<file path="src/hdl/sdaf_pkg.sv">
// ============================================================================
// sdaf_pkg
// Shared constants, types and the helper function of the signed decimal
// ASCII formatter.
// ============================================================================
package sdaf_pkg;

    // exponent of the highest power of ten examined (0 to 18)
    localparam int unsigned HIGHEST_POWER = 10;

    // one digit position per power of ten, units included
    localparam int unsigned NUM_DIGITS = HIGHEST_POWER + 1;

    // input word and magnitude widths
    localparam int unsigned VALUE_W = 32;
    localparam int unsigned MAG_W   = VALUE_W + 1;

    // digit count and digit index widths
    localparam int unsigned CNT_W     = $clog2(NUM_DIGITS + 1);
    localparam int unsigned DIG_IDX_W = (NUM_DIGITS > 1) ? $clog2(NUM_DIGITS) : 1;

    // character codes
    localparam logic [7:0] CHAR_ZERO  = 8'h30;
    localparam logic [7:0] CHAR_MINUS = 8'h2D;
    localparam int unsigned RADIX     = 10;

    // power of ten at 64 bits, used at elaboration only
    function automatic logic [63:0] pow10(input int unsigned e);
        logic [63:0] p;
        p = 64'd1;
        for (int unsigned k = 0; k < e; k++) begin
            p = p * 64'(RADIX);
        end
        return p;
    endfunction

    // largest magnitude the digit positions can show
    localparam logic [63:0] MAG_LIMIT = pow10(NUM_DIGITS) - 64'd1;

    typedef logic [3:0] t_digit;
    typedef t_digit [NUM_DIGITS-1:0] t_digits;

    // work word that travels down the pipeline
    typedef struct packed {
        logic             neg;
        logic             started;
        logic [MAG_W-1:0] mag;
        logic [CNT_W-1:0] cnt;
        t_digits          digs;
    } t_work;

endpackage

</file>
<file path="src/hdl/sdaf_if.sv">
// ============================================================================
// sdaf_if
// Valid/ready channels of the formatter: the number input and the
// character output.
// ============================================================================

// number input channel
interface sdaf_in_if;
    logic                               valid;
    logic                               ready;
    logic signed [sdaf_pkg::VALUE_W-1:0] value;

    modport source (output valid, output value, input ready);
    modport sink   (input valid, input value, output ready);
endinterface

// character output channel
interface sdaf_out_if;
    logic       valid;
    logic       ready;
    logic [7:0] char_code;
    logic       last_char;

    modport source (output valid, output char_code, output last_char, input ready);
    modport sink   (input valid, input char_code, input last_char, output ready);
endinterface

</file>
<file path="src/hdl/sdaf_front.sv">
// ============================================================================
// sdaf_front
// Entry stage: takes the sign, forms the magnitude at 33 bits and clamps it
// to the largest value the digit positions can show.
// ============================================================================
module sdaf_front (
    input  logic                                i_clk,
    input  logic                                i_rst_n,
    input  logic                                i_valid,
    input  logic signed [sdaf_pkg::VALUE_W-1:0] i_value,
    output logic                                o_ready,
    output logic                                o_valid,
    output sdaf_pkg::t_work                     o_work,
    input  logic                                i_ready
);
    import sdaf_pkg::*;

    logic             r_v;
    t_work            r_work;
    t_work            n_work;
    logic [MAG_W-1:0] w_mag;

    // stage can load when empty or when its word moves on
    assign o_ready = !r_v || i_ready;

    // sign and magnitude with clamp
    always_comb begin
        n_work = '0;
        n_work.neg = i_value[VALUE_W-1];
        if (i_value[VALUE_W-1]) begin
            w_mag = MAG_W'(0) - {i_value[VALUE_W-1], i_value};
        end else begin
            w_mag = {1'b0, i_value};
        end
        if (64'(w_mag) > MAG_LIMIT) begin
            n_work.mag = MAG_LIMIT[MAG_W-1:0];
        end else begin
            n_work.mag = w_mag;
        end
    end

    // valid bit
    always_ff @(posedge i_clk) begin
        if (!i_rst_n) begin
            r_v <= 1'b0;
        end else if (o_ready) begin
            r_v <= i_valid;
        end
    end

    // payload
    always_ff @(posedge i_clk) begin
        if (o_ready) begin
            r_work <= n_work;
        end
    end

    assign o_valid = r_v;
    assign o_work  = r_work;

endmodule

</file>
<file path="src/hdl/sdaf_digit_pipe.sv">
// ============================================================================
// sdaf_digit_pipe
// One register stage per power of ten: each stage finds its digit by
// comparing against the nine multiples, subtracts, and collects the
// significant digits.
// ============================================================================
module sdaf_digit_pipe (
    input  logic            i_clk,
    input  logic            i_rst_n,
    input  logic            i_valid,
    input  sdaf_pkg::t_work i_work,
    output logic            o_ready,
    output logic            o_valid,
    output sdaf_pkg::t_work o_work,
    input  logic            i_ready
);
    import sdaf_pkg::*;

    logic                r_v    [NUM_DIGITS];
    t_work               r_work [NUM_DIGITS];
    logic [NUM_DIGITS:0] w_rdy;

    // ready ripples back from the output end
    assign w_rdy[NUM_DIGITS] = i_ready;

    for (genvar k = 0; k < NUM_DIGITS; k++) begin : g_stage
        localparam logic [63:0] PWR = pow10(HIGHEST_POWER - k);

        logic   w_v_in;
        t_work  w_in;
        t_work  n_work;
        logic   [8:0] w_ge;
        t_digit w_digit;
        logic   [63:0] w_sub;
        logic   w_started;

        if (k == 0) begin : g_first
            assign w_v_in = i_valid;
            assign w_in   = i_work;
        end else begin : g_next
            assign w_v_in = r_v[k-1];
            assign w_in   = r_work[k-1];
        end

        assign w_rdy[k] = !r_v[k] || w_rdy[k+1];

        // digit of this power and remainder
        always_comb begin
            w_digit = '0;
            w_sub   = '0;
            for (int d = 1; d <= 9; d++) begin
                w_ge[d-1] = 64'(w_in.mag) >= (64'(d) * PWR);
                if (w_ge[d-1]) begin
                    w_digit = 4'(d);
                    w_sub   = 64'(d) * PWR;
                end
            end
            w_started = w_in.started || (w_digit != '0) || (k == NUM_DIGITS - 1);
            n_work = w_in;
            n_work.mag = w_in.mag - w_sub[MAG_W-1:0];
            n_work.started = w_started;
            if (w_started) begin
                for (int i = NUM_DIGITS - 1; i > 0; i--) begin
                    n_work.digs[i] = w_in.digs[i-1];
                end
                n_work.digs[0] = w_digit;
                n_work.cnt = CNT_W'(w_in.cnt + 1'b1);
            end
        end

        // valid bit
        always_ff @(posedge i_clk) begin
            if (!i_rst_n) begin
                r_v[k] <= 1'b0;
            end else if (w_rdy[k]) begin
                r_v[k] <= w_v_in;
            end
        end

        // payload
        always_ff @(posedge i_clk) begin
            if (w_rdy[k]) begin
                r_work[k] <= n_work;
            end
        end
    end

    assign o_ready = w_rdy[0];
    assign o_valid = r_v[NUM_DIGITS-1];
    assign o_work  = r_work[NUM_DIGITS-1];

endmodule

</file>
<file path="src/hdl/sdaf_serializer.sv">
// ============================================================================
// sdaf_serializer
// Holds one formatted number and hands out its characters one word at a
// time: the minus sign if any, then the significant digits.
// ============================================================================
module sdaf_serializer (
    input  logic            i_clk,
    input  logic            i_rst_n,
    input  logic            i_valid,
    input  sdaf_pkg::t_work i_work,
    output logic            o_ready,
    output logic            o_valid,
    output logic [7:0]      o_char_code,
    output logic            o_last_char,
    input  logic            i_ready
);
    import sdaf_pkg::*;

    logic                 r_busy;
    logic                 r_neg;
    logic [CNT_W-1:0]     r_cnt;
    t_digits              r_digs;
    logic [CNT_W-1:0]     w_cnt_m1;
    logic                 w_take;
    logic                 w_load;

    // current character
    assign w_cnt_m1    = r_cnt - 1'b1;
    assign o_valid     = r_busy;
    assign o_last_char = !r_neg && (r_cnt == CNT_W'(1));
    assign o_char_code = r_neg ? CHAR_MINUS
                               : CHAR_ZERO + {4'b0, r_digs[w_cnt_m1[DIG_IDX_W-1:0]]};

    // next number loads as the last word of this one leaves
    assign w_take  = r_busy && i_ready;
    assign o_ready = !r_busy || (i_ready && o_last_char);
    assign w_load  = i_valid && o_ready;

    // control
    always_ff @(posedge i_clk) begin
        if (!i_rst_n) begin
            r_busy <= 1'b0;
            r_neg  <= 1'b0;
            r_cnt  <= '0;
        end else if (w_load) begin
            r_busy <= 1'b1;
            r_neg  <= i_work.neg;
            r_cnt  <= i_work.cnt;
        end else if (w_take) begin
            if (o_last_char) begin
                r_busy <= 1'b0;
            end else if (r_neg) begin
                r_neg <= 1'b0;
            end else begin
                r_cnt <= w_cnt_m1;
            end
        end
    end

    // digit store
    always_ff @(posedge i_clk) begin
        if (w_load) begin
            r_digs <= i_work.digs;
        end
    end

endmodule

</file>
<file path="src/hdl/signed_decimal_ascii_formatter.sv">
// ============================================================================
// signed_decimal_ascii_formatter
// Turns a signed 32-bit number into its decimal ASCII text, one character
// per output word.
// ============================================================================
// A number enters on i_in and leaves on o_out as 1 to 11 characters: '-' for
// a negative value, then the significant digits, most significant first, with
// last_char set on the units digit (zero prints as "0"). The input can take a
// new number in every cycle while the pipeline is not stalled by the output;
// an entry stage and one stage per power of ten (eleven) sit before the
// output stage. The output sends one character per cycle while o_out.ready is
// high, so the character count of each number sets the sustained rate. No
// clearing after reset.
// ============================================================================
module signed_decimal_ascii_formatter (
    input  logic       i_clk,
    input  logic       i_rst_n,
    sdaf_in_if.sink    i_in,
    sdaf_out_if.source o_out
);
    import sdaf_pkg::*;

    logic  w_front_valid;
    logic  w_front_ready;
    t_work w_front_work;
    logic  w_pipe_valid;
    logic  w_pipe_ready;
    t_work w_pipe_work;

    // sign and magnitude
    sdaf_front u_front (
        .i_clk   (i_clk),
        .i_rst_n (i_rst_n),
        .i_valid (i_in.valid),
        .i_value (i_in.value),
        .o_ready (i_in.ready),
        .o_valid (w_front_valid),
        .o_work  (w_front_work),
        .i_ready (w_front_ready)
    );

    // digit extraction
    sdaf_digit_pipe u_digit_pipe (
        .i_clk   (i_clk),
        .i_rst_n (i_rst_n),
        .i_valid (w_front_valid),
        .i_work  (w_front_work),
        .o_ready (w_front_ready),
        .o_valid (w_pipe_valid),
        .o_work  (w_pipe_work),
        .i_ready (w_pipe_ready)
    );

    // character output
    sdaf_serializer u_serializer (
        .i_clk       (i_clk),
        .i_rst_n     (i_rst_n),
        .i_valid     (w_pipe_valid),
        .i_work      (w_pipe_work),
        .o_ready     (w_pipe_ready),
        .o_valid     (o_out.valid),
        .o_char_code (o_out.char_code),
        .o_last_char (o_out.last_char),
        .i_ready     (o_out.ready)
    );

endmodule

</file>
<file path="src/flat_wrapper.sv">
// flat-port wrapper written by rule: the top's interface ports become plain ports
module signed_decimal_ascii_formatter_flat import sdaf_pkg::*;
  (i_clk, i_rst_n, i_in_valid, i_in_value, i_in_ready, o_out_valid, o_out_char_code, o_out_last_char, o_out_ready);
  sdaf_in_if i_in_i ();
  sdaf_out_if o_out_i ();
  input  logic i_clk;
  input  logic i_rst_n;
  input wire logic [$bits(i_in_i.valid)-1:0] i_in_valid;
  input wire logic [$bits(i_in_i.value)-1:0] i_in_value;
  output wire logic [$bits(i_in_i.ready)-1:0] i_in_ready;
  output wire logic [$bits(o_out_i.valid)-1:0] o_out_valid;
  output wire logic [$bits(o_out_i.char_code)-1:0] o_out_char_code;
  output wire logic [$bits(o_out_i.last_char)-1:0] o_out_last_char;
  input wire logic [$bits(o_out_i.ready)-1:0] o_out_ready;
  assign i_in_i.valid = i_in_valid;
  assign i_in_i.value = i_in_value;
  assign i_in_ready = i_in_i.ready;
  assign o_out_valid = o_out_i.valid;
  assign o_out_char_code = o_out_i.char_code;
  assign o_out_last_char = o_out_i.last_char;
  assign o_out_i.ready = o_out_ready;
  signed_decimal_ascii_formatter u_core (.i_clk(i_clk), .i_rst_n(i_rst_n), .i_in(i_in_i), .o_out(o_out_i));
endmodule
</file>
<file path="config.mk">
export PLATFORM = sky130hd
export DESIGN_NAME = signed_decimal_ascii_formatter_flat
export DESIGN_NICKNAME = d
export VERILOG_FILES = /design/src/hdl/sdaf_pkg.sv /design/src/hdl/sdaf_if.sv /design/src/hdl/sdaf_front.sv /design/src/hdl/sdaf_digit_pipe.sv /design/src/hdl/sdaf_serializer.sv /design/src/hdl/signed_decimal_ascii_formatter.sv /design/src/flat_wrapper.sv
export SDC_FILE = /design/constraint.sdc
export NUM_CORES = 2
export LEC_CHECK = 0
export ABC_AREA = 1
export CAP_MARGIN = 20
export CELL_PAD_IN_SITES_DETAIL_PLACEMENT = 0
export CELL_PAD_IN_SITES_GLOBAL_PLACEMENT = 1
export CORE_MARGIN = 8
export CORE_UTILIZATION = 42
export CTS_CLUSTER_DIAMETER = 30
export DETAILED_ROUTE_END_ITERATION = 12
export DONT_BUFFER_PORTS = 1
export PLACE_DENSITY = 0.78
export SYNTH_ARGS = -nofsm -noshare
export SYNTH_HDL_FRONTEND = slang
export SYNTH_HIERARCHICAL = 1
export SYNTH_SLANG_ARGS = --single-unit
</file>
<file path="constraint.sdc">
create_clock -name i_clk -period 9.2 [get_ports i_clk]
set_input_delay 0.46 -clock i_clk [delete_from_list [all_inputs] [get_ports i_clk]]
set_output_delay 0.46 -clock i_clk [all_outputs]
set_load 0.02 [all_outputs]
</file>
Word-level counts from Yosys, hierarchy flattened --
Memories as Yosys holds them, arrays and structs flattened. Cells that the tools add are included.
Operators by class: $add $sub $neg 23, order comparisons 90, eq/ne operators 3, multiplexer cells 257, bitwise operators 11, reduce and logical (&&, ||, !) cells 54
Operators by type and width (number):
- 2-to-1 mux 33 bit | 76
- 2-to-1 mux 48 bit | 9
- subtractor 33 bit | 10
- 2-to-1 mux 4 bit | 82
- >= comparator 33 x 10 -> 1 bit (second input constant) | 5
- >= comparator 33 x 20 -> 1 bit (second input constant) | 5
- >= comparator 33 x 30 -> 1 bit (second input constant) | 5
- >= comparator 33 x 13 -> 1 bit (second input constant) | 4
- >= comparator 33 x 17 -> 1 bit (second input constant) | 4
- >= comparator 33 x 23 -> 1 bit (second input constant) | 4
- >= comparator 33 x 27 -> 1 bit (second input constant) | 4
- >= comparator 33 x 3 -> 1 bit (second input constant) | 4
- >= comparator 33 bit (second input constant) | 4
- >= comparator 33 x 7 -> 1 bit (second input constant) | 4
- >= comparator 33 x 16 -> 1 bit (second input constant) | 3
- >= comparator 33 x 19 -> 1 bit (second input constant) | 3
- >= comparator 33 x 26 -> 1 bit (second input constant) | 3
- >= comparator 33 x 29 -> 1 bit (second input constant) | 3
- >= comparator 33 x 4 -> 1 bit (second input constant) | 3
- >= comparator 33 x 6 -> 1 bit (second input constant) | 3
- >= comparator 33 x 9 -> 1 bit (second input constant) | 3
- 2-to-1 mux 1 bit | 73
- >= comparator 33 x 12 -> 1 bit (second input constant) | 2
- >= comparator 33 x 14 -> 1 bit (second input constant) | 2
- other kinds (42) | 120
Word-level totals: bits in registers 85, memory bits (writable) 924, input bits 36, output and inout port bits 11, word-level logic and storage cells 458, memories 2
Memory list:
- u_core.u_digit_pipe.r_work | words 11, bits a word 83, rd ports 11, clocked after memory_dff 0, write ports 11, RTL line sdaf_digit_pipe.sv:20 | t_work r_work [NUM_DIGITS];
- u_core.u_digit_pipe.r_v | words 11, bits a word 1, rd ports 11, clocked after memory_dff 0, write ports 11, RTL line sdaf_digit_pipe.sv:19 | logic r_v [NUM_DIGITS];

Depth between registers and ports, before layout --
depth in word-level cells 19, depth in mapped cells 30, gate-level depth less buffers 30

Hierarchy --
The synthesis kept the hierarchy.
By module, submodules not included:
- sdaf_digit_pipe | times used 1, cells an instance 5449, area each 48899.4 um2, seq. area each 26475.4 um2
- sdaf_front | times used 1, cells an instance 308, area each 2531.2 um2, seq. area each 1041.0 um2
- sdaf_serializer | times used 1, cells an instance 205, area each 2219.6 um2, seq. area each 1441.4 um2

Worst setup path after synthesis --
Ideal clock, no wire load.
path type reg2out, from reg u_core.u_serializer.r_cnt[1], to out i_in_ready, data arrival time 6797 ps, required time 8740 ps, path slack 1943 ps, cell stages (with the launch flop) 21, buffers on the path 0, path through dfxtp_1 -> inv_1 -> ha_1 -> inv_1 -> nor2_1 -> nand3_1 -> nand2_2 -> nor2_2 -> inv_2 -> nor2_4 -> nand2_4 -> nor2_8 -> nand2_4 -> nor2_4 -> nand2_4 -> nor2_4 -> nand2_4 -> nor2_4 -> nand2_2 -> inv_1 -> nand2_1
On the way: word-level cells in the longest chain between the ends 16
Ends and longest elaborated chain:
- start, declared | RTL line sdaf_serializer.sv:21 | logic [CNT_W-1:0] r_cnt;
- start signal, assigned | RTL line sdaf_serializer.sv:48 | r_cnt <= i_work.cnt;
- start signal, assigned | RTL line sdaf_serializer.sv:55 | r_cnt <= w_cnt_m1;
- == test 4 x 1 -> 1 bit | RTL line sdaf_serializer.sv:30 | assign o_last_char = !r_neg && (r_cnt == CNT_W'(1));
- logical AND 1 bit | RTL line sdaf_serializer.sv:30
- logical AND 1 bit | RTL line sdaf_serializer.sv:36 | assign o_ready = !r_busy || (i_ready && o_last_char);
- logical OR 1 bit | RTL line sdaf_serializer.sv:36
- via u_core.w_pipe_ready | RTL line signed_decimal_ascii_formatter.sv:27 | logic w_pipe_ready;
- logical OR 1 bit | RTL line sdaf_digit_pipe.sv:45 | assign w_rdy[k] = !r_v[k] || w_rdy[k+1];
- via u_core.u_digit_pipe.w_rdy[10] | RTL line sdaf_digit_pipe.sv:21 | logic [NUM_DIGITS:0] w_rdy;
- logical OR 1 bit (2 in a row) | RTL line sdaf_digit_pipe.sv:45
- via u_core.u_digit_pipe.w_rdy[8] | RTL line sdaf_digit_pipe.sv:21
- [2 not listed]
- via u_core.u_digit_pipe.w_rdy[6] | RTL line sdaf_digit_pipe.sv:21
- logical OR 1 bit (2 in a row) | RTL line sdaf_digit_pipe.sv:45
- via u_core.u_digit_pipe.w_rdy[4] | RTL line sdaf_digit_pipe.sv:21
- logical OR 1 bit (2 in a row) | RTL line sdaf_digit_pipe.sv:45
- via u_core.u_digit_pipe.w_rdy[2] | RTL line sdaf_digit_pipe.sv:21
- logical OR 1 bit (2 in a row) | RTL line sdaf_digit_pipe.sv:45
- via u_core.w_front_ready | RTL line signed_decimal_ascii_formatter.sv:24 | logic w_front_ready;
- logical OR 1 bit | RTL line sdaf_front.sv:24 | assign o_ready = !r_v || i_ready;
- end, declared | RTL line flat_wrapper.sv:10 | output wire logic [$bits(i_in_i.ready)-1:0] i_in_ready;
The timed path passes the listed nets, and every way through them passes these cells.

Worst setup path after layout --
from reg u_core.u_serializer.r_cnt[0], to out i_in_ready
Same word-level chain as after synthesis.

==> impl_metrics.ini <==
[timing]
timing.hold.ws_ns = 0.0718
maxSlewViolCount = 0
relSlewSlack = 0.298
setup_violations = 0
setup_ws_ns = 4.00
max_freq_mhz = 192
final_hold_viol_count = 0
fin_setup_tns_ns = 0
finalCritPeriodShare = 0.566
worstMarginPinSlew_ns = 1.05
period_minus_slack_ns = 5.20
clock_skew_ns = 0.0299
rsz0062_at_grt = no

[clock_network]
clock_latency_ns = 0.75
htree_levels = 4
clockBufferDepth = 3
clock-sinks = 934
post_cts_resized = 0
cts_buffers = 184
cts_tree = built
clk_pin_slew_worst_paths_ns = 0.05
cts-root-buf = clkbuf_16

[power]
cellPowerDensity_nw_per_um2 = 294
peakVddDrop_mv = 0.181
p_leak_nw = 25.5

[job]
maxCapViolCount = 0

[route]
vias_per_cell = 4.85
drt_wl_total_um = 110000
drt_iter0_markers = 2203
drc = 0
first_pass_iters = 5
wl_per_cell_um = 14.3
vias = 37500
ant_nets = 0

[global_route]
grt_pass1_vias = 36900
grt_usage = 0.159
grt_start_max_net_pins = 81
gr-total-overflow = 0
antenna_found_initial = 0
grt_pass1_wl_um = 181000

[critical_path]
worstSetupPathType = reg -> out
endpoint_kind = output port
crit_top_cell = nand2_4
cp_slowest_cell = dfxtp_1
cpPeakStageDelay_ns = 0.83
cp.arrival_ns = 4.74
crit_chain = ha_1, inv_1, nor2_1, nand3_1, nand2_2, nor2_2, inv_2, buf_12, nor2_4, nand2_4, nor2_8, nand2_4, nor2_4, nand2_4, nor2_4, nand2_4, nor2_4, nand2_4, inv_1, nand2_2
cp-start-kind = flip-flop
worst_ep_required_time_ns = 8.74
reg2reg_slack_ns = 4.51
cp_max_fo = 46

[synth]
yosysWarnings = 6
synthCells = 5809
syn_avg_cell_area_um2 = 8.94
syn_area_um2 = 51900

[place]
pre_cts_slack_ns = 4.01
gp_congestion = 0.888
portBuffers = 0
placed_area_um2 = 53300
hpwl_um = 84300

[floorplanning]
start_util = 0.422
coreArea_um2 = 123000
die_area_um2 = 135000
chipHeight_um = 368
dieWidth_um = 368
fp-row-count = 129
io_pins = 47

[layout]
drive_gt1_frac = 0.0792
final_common_cell = nand2_1
num_antenna_cells = 0
syn_to_final_growth_pct = 15.7
final_cell_mix = nand2_1, edfxtp_1, inv_1
layout.nets = 6135
final_area_um2 = 60100

[outcome]
outcome = finished, final reports clean

[min_path]
hold_path.class = in -> reg
worst paths after layout:
kind	end	depth (start not counted)	from
worst max-delay path	i_in_ready	20	u_core/u_serializer/r_cnt[0]$_SDFFE_PN0P_
worst min-delay path	u_core/u_serializer/r_neg$_SDFFE_PN0P_	5	o_out_ready
worst max register to register	u_core/u_digit_pipe/r_work[1][72]$_DFFE_PP_	19	u_core/u_serializer/r_cnt[0]$_SDFFE_PN0P_
worst min register to register	u_core/u_digit_pipe/r_work[2][53]$_DFFE_PP_	0	u_core/u_digit_pipe/r_work[1][53]$_DFFE_PP_
critical path: cells and delay by family, from the launching register on:
| kind | cells | cell delay (ns) |
|---|---|---|
| buffers and inverters | 4 | 0.46 |
| flip-flops | 1 | 0.83 |
| AND/OR/NAND/NOR | 15 | 2.36 |
| adder cells (fa/ha/maj) | 1 | 0.27 |
layout make-up:
cell class,instances,area [µm²]
Clock buffer,202,4690
Fill cell,11500,63100
Tap cell,1637,2050
Multi-Input combinational cell,4162,20900
Clock inverter,139,1700
Timing Repair Buffer,49,465
Inverter,611,2300
Sequential cell,934,28000
registers in the layout, indices dropped and copies added, names as in the netlist:
signal                       cells
u_core/u_serializer/r_digs      44
u_core/u_digit_pipe/r_v         11
u_core/u_digit_pipe/r_work     838
u_core/u_front/o_work           34
u_core/u_serializer/r_cnt        4
u_core/u_serializer/r_neg        1
u_core/u_front/o_valid           1
u_core/u_serializer/o_valid      1
routing by layer:
| layer | part of all wire | vias up | track usage | wire (µm) |
|---|---|---|---|---|
| met5 | 0 | - | 0 | 0 |
| met4 | 0.031 | 0 | 0.0639 | 3410 |
| met3 | 0.039 | 203 | 0.0294 | 4350 |
| met2 | 0.50 | 658 | 0.282 | 54900 |
| met1 | 0.43 | 17100 | 0.190 | 47600 |
| li1 | - | 19600 | - | - |
report_power, final:
group          switching [mW]  internal [mW]
Sequential              0.902           5.89
Combinational            2.69           1.51
Clock                    2.20           4.43
Total                    5.80           11.8
timing repair:
item	in CTS	in global routing
endpoints found under the hold margin	58	0
hold buffers	34	0
buffers inserted	0	0
per-stage QoR:
step,utilization,total power [mW],std cells
after detailed placement,0.433,11.0,7358
final,0.488,17.6,7734
after floorplan,-,9.76,5855
after global routing,0.488,18.7,7734
after global placement,0.433,11.0,7358
after CTS,0.487,17.8,7733
No activity file was read; power rests on OpenSTA's default activity.
